<file path="config.mk">
export PLATFORM = sky130hd
export DESIGN_NAME = dcpt_queue
export DESIGN_NICKNAME = d
export VERILOG_FILES = /design/src/hw/rtl/dcpt_pkg.sv /design/src/hw/rtl/dcpt_queue.sv
export SDC_FILE = /design/constraint.sdc
export NUM_CORES = 1
export LEC_CHECK = 0
export BUFFER_PORTS_ARGS = -buffer_cell sky130_fd_sc_hd__buf_2
export CORE_MARGIN = 4
export CORE_UTILIZATION = 47
export DETAILED_ROUTE_END_ITERATION = 16
export GPL_ROUTABILITY_DRIVEN = 0
export HOLD_SLACK_MARGIN = 0.08
export PLACE_DENSITY = 0.76
export SYNTH_ARGS = -nofsm -noshare
export SYNTH_HDL_FRONTEND = slang
export SYNTH_SLANG_ARGS = --single-unit
</file>
<file path="constraint.sdc">
create_clock -name clk_i -period 8.7 [get_ports clk_i]
set_clock_uncertainty 0.15 [all_clocks]
set_input_delay 0.87 -clock clk_i [delete_from_list [all_inputs] [get_ports clk_i]]
set_output_delay 0.87 -clock clk_i [all_outputs]
set_load 0.02 [all_outputs]
</file>
<file path="src/hw/rtl/dcpt_pkg.sv">
// Shared types and constants for the delta-coded pair table decoder.
// No dependencies.
package dcpt_pkg;

  localparam logic [2:0] StRecord    = 3'd0;
  localparam logic [2:0] StBadFormat = 3'd1;
  localparam logic [2:0] StBadId     = 3'd2;
  localparam logic [2:0] StNegative  = 3'd3;
  localparam logic [2:0] StBadPtr    = 3'd4;

  localparam logic [3:0] PhFormat   = 4'd0;
  localparam logic [3:0] PhVersion  = 4'd1;
  localparam logic [3:0] PhNameLen  = 4'd2;
  localparam logic [3:0] PhNameSkip = 4'd3;
  localparam logic [3:0] PhPtrSize  = 4'd4;
  localparam logic [3:0] PhCount    = 4'd5;
  localparam logic [3:0] PhType     = 4'd6;
  localparam logic [3:0] PhId       = 4'd7;
  localparam logic [3:0] PhOffset   = 4'd8;
  localparam logic [3:0] PhDone     = 4'd9;

  // Job from the front end to the back end.
  typedef struct packed {
    logic        is_err;
    logic [2:0]  status;
    logic [63:0] id;
    logic [2:0]  off_code;
    logic        scaled;
    logic [63:0] off_val;
    logic [30:0] scale;
    logic        last;
    logic        fresh;
  } job_t;

  function automatic logic [3:0] code_bytes(input logic [2:0] code);
    logic [3:0] n;
    case (code)
      3'd0:    n = 4'd8;
      3'd1:    n = 4'd0;
      3'd2:    n = 4'd1;
      3'd3:    n = 4'd1;
      3'd4:    n = 4'd2;
      3'd5:    n = 4'd2;
      3'd6:    n = 4'd2;
      3'd7:    n = 4'd4;
      default: n = 4'd0;
    endcase
    return n;
  endfunction

  function automatic logic [63:0] apply_code(input logic [2:0] code,
                                             input logic [63:0] base,
                                             input logic [63:0] v);
    logic [63:0] r;
    case (code)
      3'd1:      r = base + 64'd1;
      3'd2, 3'd4: r = base + v;
      3'd3, 3'd5: r = base - v;
      default:   r = v;
    endcase
    return r;
  endfunction

endpackage

</file>
<file path="src/hw/rtl/dcpt_queue.sv">
// Two-entry job queue between parser and offset unit.
// Depends on dcpt_pkg.
module dcpt_queue import dcpt_pkg::*; (
  input  logic clk_i,
  input  logic rst_ni,
  input  logic wr_valid_i,
  output logic wr_ready_o,
  input  job_t wr_data_i,
  output logic rd_valid_o,
  input  logic rd_ready_i,
  output job_t rd_data_o
);

  job_t       mem_q [2];
  logic       wp_q, rp_q;
  logic [1:0] cnt_q;
  logic       push, pop;

  assign wr_ready_o = cnt_q != 2'd2;
  assign rd_valid_o = cnt_q != 2'd0;
  assign rd_data_o  = mem_q[rp_q];
  assign push = wr_valid_i && wr_ready_o;
  assign pop  = rd_valid_o && rd_ready_i;

  always_ff @(posedge clk_i) begin
    if (push) mem_q[wp_q] <= wr_data_i;
  end

  always_ff @(posedge clk_i or negedge rst_ni) begin
    if (!rst_ni) begin
      wp_q <= 1'b0; rp_q <= 1'b0; cnt_q <= '0;
    end else begin
      if (push) wp_q <= ~wp_q;
      if (pop) rp_q <= ~rp_q;
      cnt_q <= cnt_q + {1'b0, push} - {1'b0, pop};
    end
  end

`ifndef NO_ASSERTIONS
  a_cnt_range: assert property (@(posedge clk_i) disable iff (!rst_ni)
    cnt_q != 2'd3) else $error("queue count overflow");
  a_ptr_match: assert property (@(posedge clk_i) disable iff (!rst_ni)
    (cnt_q == 2'd0 || cnt_q == 2'd2) |-> wp_q == rp_q) else $error("queue pointers");
  a_ptr_one: assert property (@(posedge clk_i) disable iff (!rst_ni)
    cnt_q == 2'd1 |-> wp_q != rp_q) else $error("queue pointers");
`endif

endmodule

</file>
Word-level counts from Yosys, hierarchy flattened:

Memories as Yosys holds them, arrays and structs flattened.
Cells that the tools add are included.

* register bits: 4
* RAM bits: 338
* output and inout port bits: 171
* logic and storage cells: 14
* memories: 1

* $add $sub $neg: 2
* equal/unequal tests: 1
* muxes and demuxes: 2
* bitwise gates (word level): 2
* reduce and logical (&&, ||, !) cells: 3

Memories
* mem_q: words 2, bits a word 169, rd ports 1, clocked after Yosys merged registers in 0, wr ports 1, RTL line dcpt_queue.sv:14 `job_t mem_q [2];`

Operators by type and width (number)
* 2-bit by 1-bit adder with 2-bit output: 1
* 1-bit logical AND: 2
* 1-bit two-way mux: 2
* 2-bit inequality test, second input constant: 1
* 1-bit inverter: 2
* 2-bit nonzero test: 1
* 2-bit by 1-bit subtractor with 2-bit output: 1

Depth between registers and ports, before layout:

* word-level depth: 4
* gate-level depth with buffers: 7

Worst setup path before layout:

OpenSTA, ideal clock, no wires.

* path type: in2reg
* start point: input port wr_valid_i
* end point: memory mem_q[0][0] (netlist bit), enable pin
* data arrival time: 7.982 ns
* required time: 7.849 ns
* path slack: -0.132 ns
* stages on the path: 2
* path buffers: 0
* path through: nand2_1 nor2_1

* cells in the longest elaborated chain, start to end: 3

RTL lines
* from (decl): RTL line dcpt_queue.sv:6 `input logic wr_valid_i,`
* 1-bit logical AND: RTL line dcpt_queue.sv:22 `assign push = wr_valid_i && wr_ready_o;`
* 1-bit two-way mux: RTL line dcpt_queue.sv:26 `if (push) mem_q[wp_q] <= wr_data_i;`
* 1-bit two-way mux (implied by the code): RTL line dcpt_queue.sv:26
* to (decl): RTL line dcpt_queue.sv:14

Every way passes these cells.

==> summary.txt <==
Status
  • Outcome: finished clean

Routing
  • Via count: about 6300
  • First-pass DRT Iterations: 4
  • DR iter-0 viols: between 300 and 400
  • DR DRC count: 0
  • DR vias/cell: a little under 5
  • Routed Antenna Nets: 0
  • DRT Wirelength: 24800 um
  • DR WL/cell: slightly below 20 um

Setup path
  • Crit. End Element: output pin
  • Critical-path maximum fanout: 63
  • Worst Path Arrival: 3050 ps
  • WP data required: between 7000 and 8000 ps
  • Crit start category: flip-flop
  • CP Class: reg -> out

Die
  • Die Y-Extent: ~170 um
  • Die area: ~30000 um^2
  • Standard-cell rows: 60
  • Die Span X: roughly 170 um
  • Core area: approximately 27000 um^2
  • I/O pins: roughly 340
  • Starting Density: 0.476

Clock tree
  • H-tree Lvls: 2
  • Clock Sinks: roughly 340
  • Clock buffer depth: 3
  • Skew-Pair Late Insertion Delay: around 500 ps
  • CTS Hold Bufs: 1
  • Post-CTS Setup Bufs: 0
  • Cts bufs inserted: 35
  • Root buffer cell: clkbuf_16
  • CTS tree: yes
  • Clock slew at reported path FFs: ~60 ps
  • Post-CTS Resized: 0

Placement
  • I/O Buffers: approximately 340
  • Post-DP HPWL: about 17000 um
  • Placed Area: roughly 15000 um^2
  • Cell Count Post-Placement: roughly 1200

STA
  • FMAX: about 0.25 GHz
  • Setup TNS: 0 ps
  • Final worst path period need: 4070 ps
  • RSZ-0062 raised after global routing: false
  • Worst rel slew slack: 0.227
  • Final Hold Fails: 0
  • Slew @ Worst Pin: approximately 1200 ps
  • Final setup vio count: 0
  • Tcrit/Tclk final: 0.468
  • Max-slew violations: 0

Yosys
  • Combinational family with the most area after synthesis: multiplexers
  • Synth Register Bits: around 340
  • Seq/Total Area, Yosys: 0.801
  • Complex-gate fraction of the synthesized area: 0
  • Syn avg cell area: 23.6 um^2
  • Simple-gate share of the synthesized area: 0.00254
  • Post-Syn Area: around 13000 um^2
  • Xor and xnor fraction of the mapped netlist area: 0.00274
  • Ys Warns: 0
  • Net count after synthesis: 718
  • Library cells used by synthesis: 16
  • Mux cell area share after synthesis: 0.178
  • Synth Area in Adders: 0.00196
  • Syn Inst Count: 543

Power
  • Net switching power: about 1.8 mW
  • Switch share: 0.320
  • Power share of the clock group: 0.237
  • Seq pwr share: 0.424
  • VDD IR max: around 180 uV
  • Leak: just over 6 nW
  • Pwr per Cell Area: about 360 nW/um^2
  • Combinational Power Share: 0.339
  • Power Total: ~5.6 mW
  • Internal power: between 3 and 4 mW

Global routing
  • First-pass GRT wire length: 38600 um
  • Grt ovf: 0
  • Antenna violations before repair: 5
  • Gr usage total: 0.162
  • Largest net degree at the start of global routing: 67
  • Vias in the first global route: 6905

Final layout
  • Nets@finish: 1087
  • Register area: about 10000 um^2
  • Area of the multi-input gates: roughly 2400 um^2
  • Ratio of cells with drive above 1 in the final layout: 0.608
  • Syn-to-layout area delta: 24.0%
  • Commonest non-fill, non-tap cells in the layout: 343 x buf_2, 338 x edfxtp_1, 100 x mux2_4
  • Final Cell Area: approximately 16000 um^2
  • Most common cell after layout, fill and taps aside: buf_2
  • Non-Filler Instances: around 1300
  • # fillers: 2010

Run
  • Max cap viols: 0

Worst hold path
  • Worst hold path class: reg -> reg
[sequential cells by signal (all words and copies together) (netlist names)]
signal  count
cnt_q       2
mem_q     338
rp_q        1
wp_q        1
[logic make-up after synthesis]
family	after synthesis
XOR/XNOR	4
adder cells (fa/ha/maj)	2
buffers and inverters	20
flip-flops	342
multiplexers	169
AND/OR/NAND/NOR	6
[stage by stage]
step	worst slack (ps)	utilization	hold slack [ps]
3_5_place_dp	5080	0.552	353
3_3_place_gp	5120	0.552	345
6_report	4630	0.590	396
4_1_cts	4520	0.590	382
2_1_floorplan	2730	-	329
5_1_grt	4440	0.590	384
[synthesized netlist by cell type, drive strengths merged]
master | number | area share
xnor2 | 3 | 0.0021
and2 | 1 | 0.00049
nand2b | 1 | 0.00049
nor2 | 1 | 0.00029
xor2 | 1 | 0.00068
nand2 | 1 | 0.00029
ha | 2 | 0.0020
mux2 | 169 | 0.18
and3 | 1 | 0.00049
inv | 1 | 0.00029
dfrtp | 4 | 0.0078
buf | 19 | 0.013
edfxtp | 338 | 0.79
or2 | 1 | 0.00049
[final timing paths]
check	start	end	slack [ps]	cells after the start
setup / recovery	rp_q	rd_data_o[34]	4630	3
hold / removal	cnt_q[0]	cnt_q[0]	400	1
setup reg to reg	cnt_q[1]	mem_q[0][38]	5860	5
hold reg to reg	cnt_q[0]	cnt_q[0]	400	1
max in group asynchronous	rst_ni	rp_q	7670	2
min in group asynchronous	rst_ni	wp_q	590	2
[metal layers]
layer,up-vias,global-route usage,part of all wire
met5,-,0,0.0015
met1,3084,0.186,0.37
met2,263,0.281,0.51
li1,2903,-,-
met4,6,0.0569,0.031
met3,59,0.0601,0.093
[power by group through the flow]
| stage | sequential [mW] | combinational [mW] | clock, mW |
|---|---|---|---|
| 3_5_place_dp | 2.43 | 1.94 | 0 |
| 4_1_cts | 2.40 | 1.95 | 1.38 |
| 3_3_place_gp | 2.41 | 1.93 | 0 |
| 6_report | 2.39 | 1.91 | 1.33 |
| 5_1_grt | 2.43 | 2.03 | 1.46 |
| 2_1_floorplan | 2.41 | 1.45 | 0 |
[worst max-delay path: stages, from the launching register on]
cell     delay [ps]
dfrtp_4         940
buf_4           950
mux2_2          430
buf_2           160
[area by class of cell]
cell class	count	share of cell area
antenna	1	0.000158
clock buffer	41	0.0593
clock inverter	18	0.00489
inverter	1	0.000237
multi-input combinational	181	0.150
sequential	342	0.646
tap	341	0.0269
timing repair buffer	351	0.112
Power figures use the tool's default switching activity.
