## config.mk

```make
export PLATFORM = sky130hd
export DESIGN_NAME = dcpt_back
export DESIGN_NICKNAME = d
export VERILOG_FILES = /design/src/hw/rtl/dcpt_pkg.sv /design/src/hw/rtl/dcpt_back.sv
export SDC_FILE = /design/constraint.sdc
export NUM_CORES = 2
export LEC_CHECK = 0
export BUFFER_PORTS_ARGS = -buffer_cell sky130_fd_sc_hd__clkbuf_2
export CAP_MARGIN = 10
export CELL_PAD_IN_SITES_DETAIL_PLACEMENT = 1
export CELL_PAD_IN_SITES_GLOBAL_PLACEMENT = 2
export CORE_ASPECT_RATIO = 1.75
export CORE_MARGIN = 1
export CORE_UTILIZATION = 41
export DETAILED_ROUTE_END_ITERATION = 10
export HOLD_SLACK_MARGIN = 0.03
export PLACE_DENSITY_LB_ADDON = 0.2
export SLEW_MARGIN = 20
export SYNTH_ARGS = -nofsm -noshare
export SYNTH_HDL_FRONTEND = slang
export SYNTH_SLANG_ARGS = --single-unit
```

## constraint.sdc

```tcl
create_clock -name clk_i -period 19.3 [get_ports clk_i]
set_input_delay 3.86 -clock clk_i [delete_from_list [all_inputs] [get_ports clk_i]]
set_output_delay 3.86 -clock clk_i [all_outputs]
set_load 0.01 [all_outputs]
```

## src/hw/rtl/dcpt_pkg.sv

```systemverilog
// Shared types and constants for the delta-coded pair table decoder.
// No dependencies.
package dcpt_pkg;

  localparam logic [2:0] StRecord    = 3'd0;
  localparam logic [2:0] StBadFormat = 3'd1;
  localparam logic [2:0] StBadId     = 3'd2;
  localparam logic [2:0] StNegative  = 3'd3;
  localparam logic [2:0] StBadPtr    = 3'd4;

  localparam logic [3:0] PhFormat   = 4'd0;
  localparam logic [3:0] PhVersion  = 4'd1;
  localparam logic [3:0] PhNameLen  = 4'd2;
  localparam logic [3:0] PhNameSkip = 4'd3;
  localparam logic [3:0] PhPtrSize  = 4'd4;
  localparam logic [3:0] PhCount    = 4'd5;
  localparam logic [3:0] PhType     = 4'd6;
  localparam logic [3:0] PhId       = 4'd7;
  localparam logic [3:0] PhOffset   = 4'd8;
  localparam logic [3:0] PhDone     = 4'd9;

  // Job from the front end to the back end.
  typedef struct packed {
    logic        is_err;
    logic [2:0]  status;
    logic [63:0] id;
    logic [2:0]  off_code;
    logic        scaled;
    logic [63:0] off_val;
    logic [30:0] scale;
    logic        last;
    logic        fresh;
  } job_t;

  function automatic logic [3:0] code_bytes(input logic [2:0] code);
    logic [3:0] n;
    case (code)
      3'd0:    n = 4'd8;
      3'd1:    n = 4'd0;
      3'd2:    n = 4'd1;
      3'd3:    n = 4'd1;
      3'd4:    n = 4'd2;
      3'd5:    n = 4'd2;
      3'd6:    n = 4'd2;
      3'd7:    n = 4'd4;
      default: n = 4'd0;
    endcase
    return n;
  endfunction

  function automatic logic [63:0] apply_code(input logic [2:0] code,
                                             input logic [63:0] base,
                                             input logic [63:0] v);
    logic [63:0] r;
    case (code)
      3'd1:      r = base + 64'd1;
      3'd2, 3'd4: r = base + v;
      3'd3, 3'd5: r = base - v;
      default:   r = v;
    endcase
    return r;
  endfunction

endpackage

```

## src/hw/rtl/dcpt_back.sv

```systemverilog
// Offset unit: radix-16 divide and multiply by pointer size, output register.
// Depends on dcpt_pkg.
module dcpt_back import dcpt_pkg::*; (
  input  logic        clk_i,
  input  logic        rst_ni,
  input  logic        job_valid_i,
  output logic        job_ready_o,
  input  job_t        job_i,
  output logic        out_valid_o,
  input  logic        out_ready_i,
  output logic [2:0]  status_o,
  output logic [63:0] id_o,
  output logic [63:0] offset_o,
  output logic        last_o
);

  localparam logic [1:0] SIdle = 2'd0;
  localparam logic [1:0] SDiv  = 2'd1;
  localparam logic [1:0] SMul  = 2'd2;

  logic [1:0]  st_q, st_d;
  logic [63:0] prev_off_q, prev_off_d;
  job_t        job_q;
  logic [63:0] quo_q, quo_d;
  logic [31:0] rem_q, rem_d;
  logic [3:0]  dig_q, dig_d;
  logic [63:0] base_q, base_d;
  logic [63:0] prod_q, prod_d;
  logic [1:0]  mstep_q, mstep_d;
  logic        ov_q, ov_d;
  logic [2:0]  ost_q, ost_d;
  logic [63:0] oid_q, oid_d, ooff_q, ooff_d;
  logic        olast_q, olast_d;
  logic        take;

  assign job_ready_o = st_q == SIdle && (!ov_q || out_ready_i);
  assign take = job_valid_i && job_ready_o;
  assign out_valid_o = ov_q;
  assign status_o = ost_q;
  assign id_o = oid_q;
  assign offset_o = ooff_q;
  assign last_o = olast_q;

  always_comb begin
    logic [35:0] r;
    logic [63:0] off;
    logic [47:0] pp;
    st_d = st_q; prev_off_d = prev_off_q; quo_d = quo_q; rem_d = rem_q;
    dig_d = dig_q; base_d = base_q; prod_d = prod_q; mstep_d = mstep_q;
    ov_d = ov_q && !out_ready_i;
    ost_d = ost_q; oid_d = oid_q; ooff_d = ooff_q; olast_d = olast_q;
    r = '0; off = '0; pp = '0;
    case (st_q)
      SIdle: begin
        if (take) begin
          if (job_i.is_err) begin
            ov_d = 1'b1; ost_d = job_i.status; oid_d = '0; ooff_d = '0; olast_d = 1'b0;
          end else if (job_i.scaled) begin
            quo_d = job_i.fresh ? 64'd0 : prev_off_q;
            rem_d = '0; dig_d = '0; st_d = SDiv;
          end else begin
            off = apply_code(job_i.off_code, job_i.fresh ? 64'd0 : prev_off_q,
                             job_i.off_val);
            prev_off_d = off;
            ov_d = 1'b1; ost_d = StRecord; oid_d = job_i.id; ooff_d = off;
            olast_d = job_i.last;
          end
        end
      end
      SDiv: begin
        // One quotient hex digit per cycle by restoring steps.
        r = {rem_q, quo_q[63:60]};
        for (int k = 0; k < 1; k++) begin end
        begin
          logic [35:0] t;
          logic [3:0]  q;
          t = r; q = '0;
          for (int b = 3; b >= 0; b--) begin
            if (t >= ({5'd0, job_q.scale} << b)) begin
              t = t - ({5'd0, job_q.scale} << b);
              q[b] = 1'b1;
            end
          end
          rem_d = t[31:0];
          quo_d = {quo_q[59:0], q};
        end
        dig_d = dig_q + 4'd1;
        if (dig_q == 4'd15) begin
          base_d = apply_code(job_q.off_code, {quo_q[59:0], quo_d[3:0]}, job_q.off_val);
          prod_d = '0; mstep_d = '0; st_d = SMul;
        end
      end
      SMul: begin
        // 16x31 partial product per cycle; last step waits while output is full.
        pp = {32'd0, base_q[{mstep_q, 4'b0000} +: 16]} * {17'd0, job_q.scale};
        prod_d = prod_q + ({16'd0, pp} << {mstep_q, 4'b0000});
        mstep_d = mstep_q + 2'd1;
        if (mstep_q == 2'd3) begin
          prev_off_d = prod_d;
          ov_d = 1'b1; ost_d = StRecord; oid_d = job_q.id; ooff_d = prod_d;
          olast_d = job_q.last; st_d = SIdle;
        end
      end
      default: st_d = SIdle;
    endcase
    if (st_q == SMul && mstep_q == 2'd3 && ov_q && !out_ready_i) begin
      st_d = SMul; mstep_d = mstep_q; prod_d = prod_q; prev_off_d = prev_off_q;
      ov_d = 1'b1; ost_d = ost_q; oid_d = oid_q; ooff_d = ooff_q; olast_d = olast_q;
    end
  end

  always_ff @(posedge clk_i) begin
    if (take) job_q <= job_i;
    quo_q <= quo_d; rem_q <= rem_d; base_q <= base_d; prod_q <= prod_d;
    ost_q <= ost_d; oid_q <= oid_d; ooff_q <= ooff_d; olast_q <= olast_d;
  end

  always_ff @(posedge clk_i or negedge rst_ni) begin
    if (!rst_ni) begin
      st_q <= SIdle; prev_off_q <= '0; dig_q <= '0; mstep_q <= '0; ov_q <= 1'b0;
    end else begin
      st_q <= st_d; prev_off_q <= prev_off_d; dig_q <= dig_d;
      mstep_q <= mstep_d; ov_q <= ov_d;
    end
  end

`ifndef NO_ASSERTIONS
  a_hold: assert property (@(posedge clk_i) disable iff (!rst_ni)
    ov_q && !out_ready_i |=> ov_q && $stable(ooff_q)) else $error("result lost");
  a_div_to_mul: assert property (@(posedge clk_i) disable iff (!rst_ni)
    st_q == SDiv && dig_q == 4'd15 |=> st_q == SMul) else $error("divider end");
  a_no_take_busy: assert property (@(posedge clk_i) disable iff (!rst_ni)
    st_q != SIdle |-> !job_ready_o) else $error("busy take");
`endif

endmodule

```

# [After elaboration in Yosys (flattened, before gate mapping)]
# Index checks and enable logic that the tools add are counted.
# W data, S select, Z words.
[word_totals] regBits=592 input_bits=173
[classes] eq_ne=26 n_reduce_logical=23 muxes=70 bitwise_logic=1 n_addsub=13 n_lt_le_gt_ge=4 n_mul=1 shifts=2
[ops] op="$mux W64" count=15
[ops] op="$pmux W64 S2" count=5
[ops] op="$pmux W64 S3" count=2
[ops] op="$mux W36" count=6
[ops] op="$add A64 B64 Y64" count=3
[ops] op="$add A64 B1 Y64 const B" count=2
[ops] op="$mux W32" count=4
[ops] op="$sub A64 B64 Y64" count=2
[ops] op="$pmux W32 S2" count=1
[ops] op="$shiftx A64 B7 Y16" count=1
[ops] op="$shl A47 B6 Y64" count=1
[ops] op="$mul A16 B31 Y47" count=1
[ops] op="$ge A36 B31 Y1" count=1
[ops] op="$ge A36 B32 Y1" count=1
[ops] op="$ge A36 B33 Y1" count=1
[ops] op="$ge A36 B34 Y1" count=1
[ops] op="$sub A36 B32 Y36" count=1
[ops] op="$sub A36 B33 Y36" count=1
[ops] op="$sub A36 B34 Y36" count=1
[ops] op="$sub A32 B31 Y32" count=1
[ops] op="$mux W1" count=17
[ops] op="$mux W2" count=7
[ops] op="$eq A3 B2 Y1 const B" count=4
[ops] op="$eq A3 B3 Y1 const B" count=4
[ops] op="other kinds (30)" count=57

# [Logic depth before layout (Yosys ltp)]
[logic_depth] word_depth=14 mapped_depth=72 mapped_depth_nobuf=67

# [Worst setup path before layout]
# No wires, ideal clock.
[synth_timing] path_type="input -> register" start="in out_ready_i" end="reg oid_q[0] (netlist: id_o[0]), enable pin" arrival_ns=17.722 path_stages=6 slack_ns=0.753 path_buffers=0 path_cell_list="nand2b_1 > and2_1 > nand2_1 > inv_1 > o221a_2 > a21boi_0"
[synth_between] elab_chain_len=5
[synth_rtl] element="start, declared" line_no="dcpt_back.sv:10" source="input logic out_ready_i,"
[synth_rtl] element="$logic_or A1 B1 Y1" line_no="dcpt_back.sv:36" source="assign job_ready_o = st_q == SIdle && (!ov_q || out_ready_i);"
[synth_rtl] element="$logic_and A1 B1 Y1" line_no="dcpt_back.sv:36"
[synth_rtl] element="via job_ready_o" line_no="dcpt_back.sv:7" source="output logic job_ready_o,"
[synth_rtl] element="$logic_and A1 B1 Y1" line_no="dcpt_back.sv:37" source="assign take = job_valid_i && job_ready_o;"
[synth_rtl] element="via take" line_no="dcpt_back.sv:34" source="logic take;"
[synth_rtl] element="$ne A2 B2 Y1 (no source line)"
[synth_rtl] element="$reduce_and A5 Y1 (no source line)"
[synth_rtl] element="end signal, assigned" line_no="dcpt_back.sv:115" source="ost_q <= ost_d; oid_q <= oid_d; ooff_q <= ooff_d; olast_q <= olast_d;"
[synth_rtl] element="end, declared" line_no="dcpt_back.sv:32" source="logic [63:0] oid_q, oid_d, ooff_q, ooff_d;"
# The timed path passes the listed nets, and every way through them passes these cells.
# A chain may end at the register's enable or synchronous reset.

# [Worst setup path after layout]
[layout_timing] start="reg job_q[6] (netlist name)" end="reg base_q[60], data pin"
[layout_between] elab_chain_len=14
[layout_rtl] element="start, declared" line_no="dcpt_back.sv:23" source="job_t job_q;"
[layout_rtl] element="start signal, assigned" line_no="dcpt_back.sv:113" source="if (take) job_q <= job_i;"
[layout_rtl] element="$sub A36 B34 Y36 or $ge A36 B34 Y1 (tied branches)" line_no="dcpt_back.sv:80, dcpt_back.sv:79"
[layout_rtl] element="$mux W36" line_no="dcpt_back.sv:79" source="if (t >= ({5'd0, job_q.scale} << b)) begin"
[layout_rtl] element="$mux W36" line_no="dcpt_back.sv:53" source="case (st_q)"
[layout_rtl] element="$sub A36 B33 Y36 or $ge A36 B33 Y1 (tied branches)" line_no="dcpt_back.sv:80, dcpt_back.sv:79"
[layout_rtl] element="$mux W36" line_no="dcpt_back.sv:79"
[layout_rtl] element="$mux W36" line_no="dcpt_back.sv:53"
[layout_rtl] element="$sub A36 B32 Y36 or $ge A36 B32 Y1 (tied branches)" line_no="dcpt_back.sv:80, dcpt_back.sv:79"
[layout_rtl] element="$mux W36" line_no="dcpt_back.sv:79"
[layout_rtl] element="$mux W36" line_no="dcpt_back.sv:53"
[layout_rtl] element="$ge A36 B31 Y1" line_no="dcpt_back.sv:79"
[layout_rtl] element="$mux W1" line_no="dcpt_back.sv:79"
[layout_rtl] element="$mux W1" line_no="dcpt_back.sv:53"
[layout_rtl] element="$sub A64 B64 Y64, or another cell as far along" line_no="dcpt_pkg.sv:58" source="3'd3, 3'd5: r = base - v;"
[layout_rtl] element="$pmux W64 S3 (*)" line_no="dcpt_pkg.sv:55" source="case (code)"
[layout_rtl] element="end signal, assigned" line_no="dcpt_back.sv:114" source="quo_q <= quo_d; rem_q <= rem_d; base_q <= base_d; prod_q <= prod_d;"
[layout_rtl] element="end, declared" line_no="dcpt_back.sv:27" source="logic [63:0] base_q, base_d;"
# Mark *: on every way between the ends. The rest lies on a longest branch, timed or not. The select of a mux whose other input is x is not followed.

==> results.cfg <==
[floorplan]
dieArea_um2 = 148900
chipWidth_um = 292.2
initial_core_util = 0.4127
core_um2 = 146400
rows = 186
die_h_um = 509.8
ios = 307

[route]
wl_per_cell_um = 29.98
routed_wl_um = 261500
vias = 51533
viasPerCell = 5.908
postRouteAntennaNets = 0
drcViolationCount = 0
drt_iter0_drc = 2605
first_pass_iters = 5

[final_layout]
area.growth.synth_to_final_pct = 9.685
regArea_um2 = 17410
multiInputGateArea_um2 = 39790
fin_nets = 7793
final_cells = 8723
layout_common_cells = nand2_1 (829), inv_1 (575), edfxtp_1 (519), nor2_1 (446), ha_1 (437)
drive_gt1_frac = 0.1020
num-fill-cells = 16818
final_core_util = 0.4526
final_common_cell = nand2_1

[place]
dpl.cell_count = 8581
port_buffers = 306
globalplace.congestion = 0.9825
detailed_place_hpwl_um = 214400

[clocking]
cts_tree = done
cts_root_buf = clkbuf_16
clock-sinks = 592
cts_buffer_depth = 3
path_clk_slew_ns = 0.07
post_cts_buffers = 0
cts_resized = 0
hold_buffers = 0
clock_latency_ns = 0.70
numCtsBuffers = 67
h-tree-depth = 3

[min_path]
hold_start = prev_off_q[28]
hold-path-endpoint = prev_off_q[28]
worstHoldPathCells = 2
hold_path.class = register to register

[worst_setup_path]
cp_data_arrival_time_ns = 18.27
r2r_slack_ns = 1.45
crit_required_ns = 19.72
worstSetupPathType = register to register
setup.worst_path.end_class = register
cp_slowest_cell = edfxtp_1
max_stage_delay_ns = 0.77
cp_max_fo = 45
reg2reg_from = job_q[6]
worst-path-buf-inv = 5
path_common_cell = a21oi_1
crit_family = compound AO/OA/AOI/OAI gates
r2r_cells = 60
start_kind = register
reg2reg_to = base_q[60]

[global_route]
globalRouteOverflowTotal = 0
grt_pass1_wl_um = 378300
antenna_found_initial = 24
grt_pass1_vias = 56250
grt_max_degree = 148
grt_usage = 0.3514

[run]
cap_violations = 0

[sta]
max_freq_ghz = 0.05602
slew_violations = 0
fin_setup_tns_ns = 0
slew_headroom = 0.1874
post-route-min-period_ns = 17.85
worst_slew_pin_slew_ns = 1.185
setup_violations = 0
period_share = 0.9249
rsz0062_at_grt = no
hold_viol = 0
clock_skew_ns = 0.04535

[yosys]
synth_fp_nets = 7621
synthCells = 6598
syn_area_um2 = 60410
ys_seq_area_frac = 0.2882
synthArstFlopShare = 0.1233
avgSynthCellArea_um2 = 9.155
yosys_warnings = 0
ys.flop_type = edfxtp_1
ys_ff_latch = 592
synth_edf_count = 519
synth_cell_type_count = 91

[run_status]
status = finished clean
layer usage:
metal,track usage,vias up,part of all wire
met3,0.05124,668,0.041
met5,0,-,0.00026
met1,0.3312,26124,0.33
met4,0.3145,10,0.10
li1,-,23322,-
met2,0.6561,1409,0.53
worst max path at each step:
stage                           start          to  slack [ns]  cells past startpoint
after global placement       job_q[5]  base_q[62]        1.54                     62
final                        job_q[6]  base_q[60]        1.45                     60
after detailed placement     job_q[6]  base_q[60]        1.42                     61
after global routing         job_q[6]  base_q[62]        0.14                     61
after floorplan           out_ready_i     id_o[0]        0.75                      6
after CTS                    job_q[6]  base_q[62]        1.30                     61
registers in the layout, indices dropped and copies added (netlist names):
register	flops
job_q	163
base_q	64
id_o	64
offset_o	64
prev_off_q	64
prod_q	64
quo_q	64
rem_q	32
dig_q	4
status_o	3
mstep_q	2
st_q	2
last_o	1
out_valid_o	1
tightest hold or removal path: cells and delay by family (launching register included):
family | cells | cell delay, ns
DFF | 1 | 0.34
and+or+nand+nor | 2 | 0.09
area by class of cell:
class                   instances  share of cell area
well taps                    1880             0.03550
inverters                     582             0.03312
flip-flops and latches        592              0.2628
repair buffers                392             0.03314
multi-input cells            5135              0.6006
diodes                         19           0.0007176
clock inverters                45            0.007875
clock buffers                  78             0.02623
cell usage after synthesis, types with 33 or more instances:
| cell | n | area (µm²) |
|---|---|---|
| nand2_1 | 830 | 3115 |
| xnor2_1 | 213 | 1866 |
| a211oi_1 | 33 | 247.7 |
| clkbuf_1 | 259 | 972.2 |
| inv_1 | 580 | 2177 |
| nor3_1 | 96 | 480.5 |
| nand2b_1 | 62 | 387.9 |
| nor2_1 | 448 | 1682 |
| o21a_1 | 80 | 600.6 |
| fa_1 | 411 | 8228 |
| a21o_1 | 229 | 1719 |
| o21bai_1 | 52 | 390.4 |
| dfrtp_1 | 73 | 1827 |
| nand3_1 | 72 | 360.4 |
| o21ai_0 | 388 | 1942 |
| ha_1 | 439 | 5493 |
| nand4_1 | 45 | 281.5 |
| or3_1 | 40 | 250.2 |
| o211ai_1 | 55 | 412.9 |
| nor2b_1 | 117 | 732.0 |
| mux2_2 | 113 | 1272 |
| edfxtp_1 | 519 | 15580 |
| mux2i_1 | 61 | 610.6 |
| a21oi_1 | 424 | 2122 |
| and2_1 | 202 | 1264 |
| xor2_1 | 220 | 1927 |
| a22o_1 | 75 | 656.9 |
| a31oi_1 | 54 | 337.8 |
| and3_1 | 44 | 275.3 |
through the flow:
| stage | area (µm²) | hold WS, ns | setup slack [ns] |
|---|---|---|---|
| 2_1_floorplan | 60410 | 0.4309 | 0.7530 |
| 3_5_place_dp | 63930 | 0.4519 | 1.417 |
| 3_3_place_gp | 63930 | 0.4463 | 1.544 |
| 6_report | 66260 | 0.4643 | 1.449 |
| 4_1_cts | 66190 | 0.4661 | 1.298 |
| 5_1_grt | 66230 | 0.4808 | 0.1396 |
kinds of logic after synthesis:
| group | synth area share |
|---|---|
| AOI/OAI and AO/OA | 0.1703 |
| adders and majority gates | 0.2271 |
| muxes | 0.03739 |
| and+or+nand+nor | 0.1596 |
| DFF | 0.2882 |
| buffers and inverters | 0.05458 |
| xor gates and xnor gates | 0.06278 |
Power is left out: the tool's default activity adds up to more than one toggle a clock period on the data nets, which glitch-free logic cannot reach.
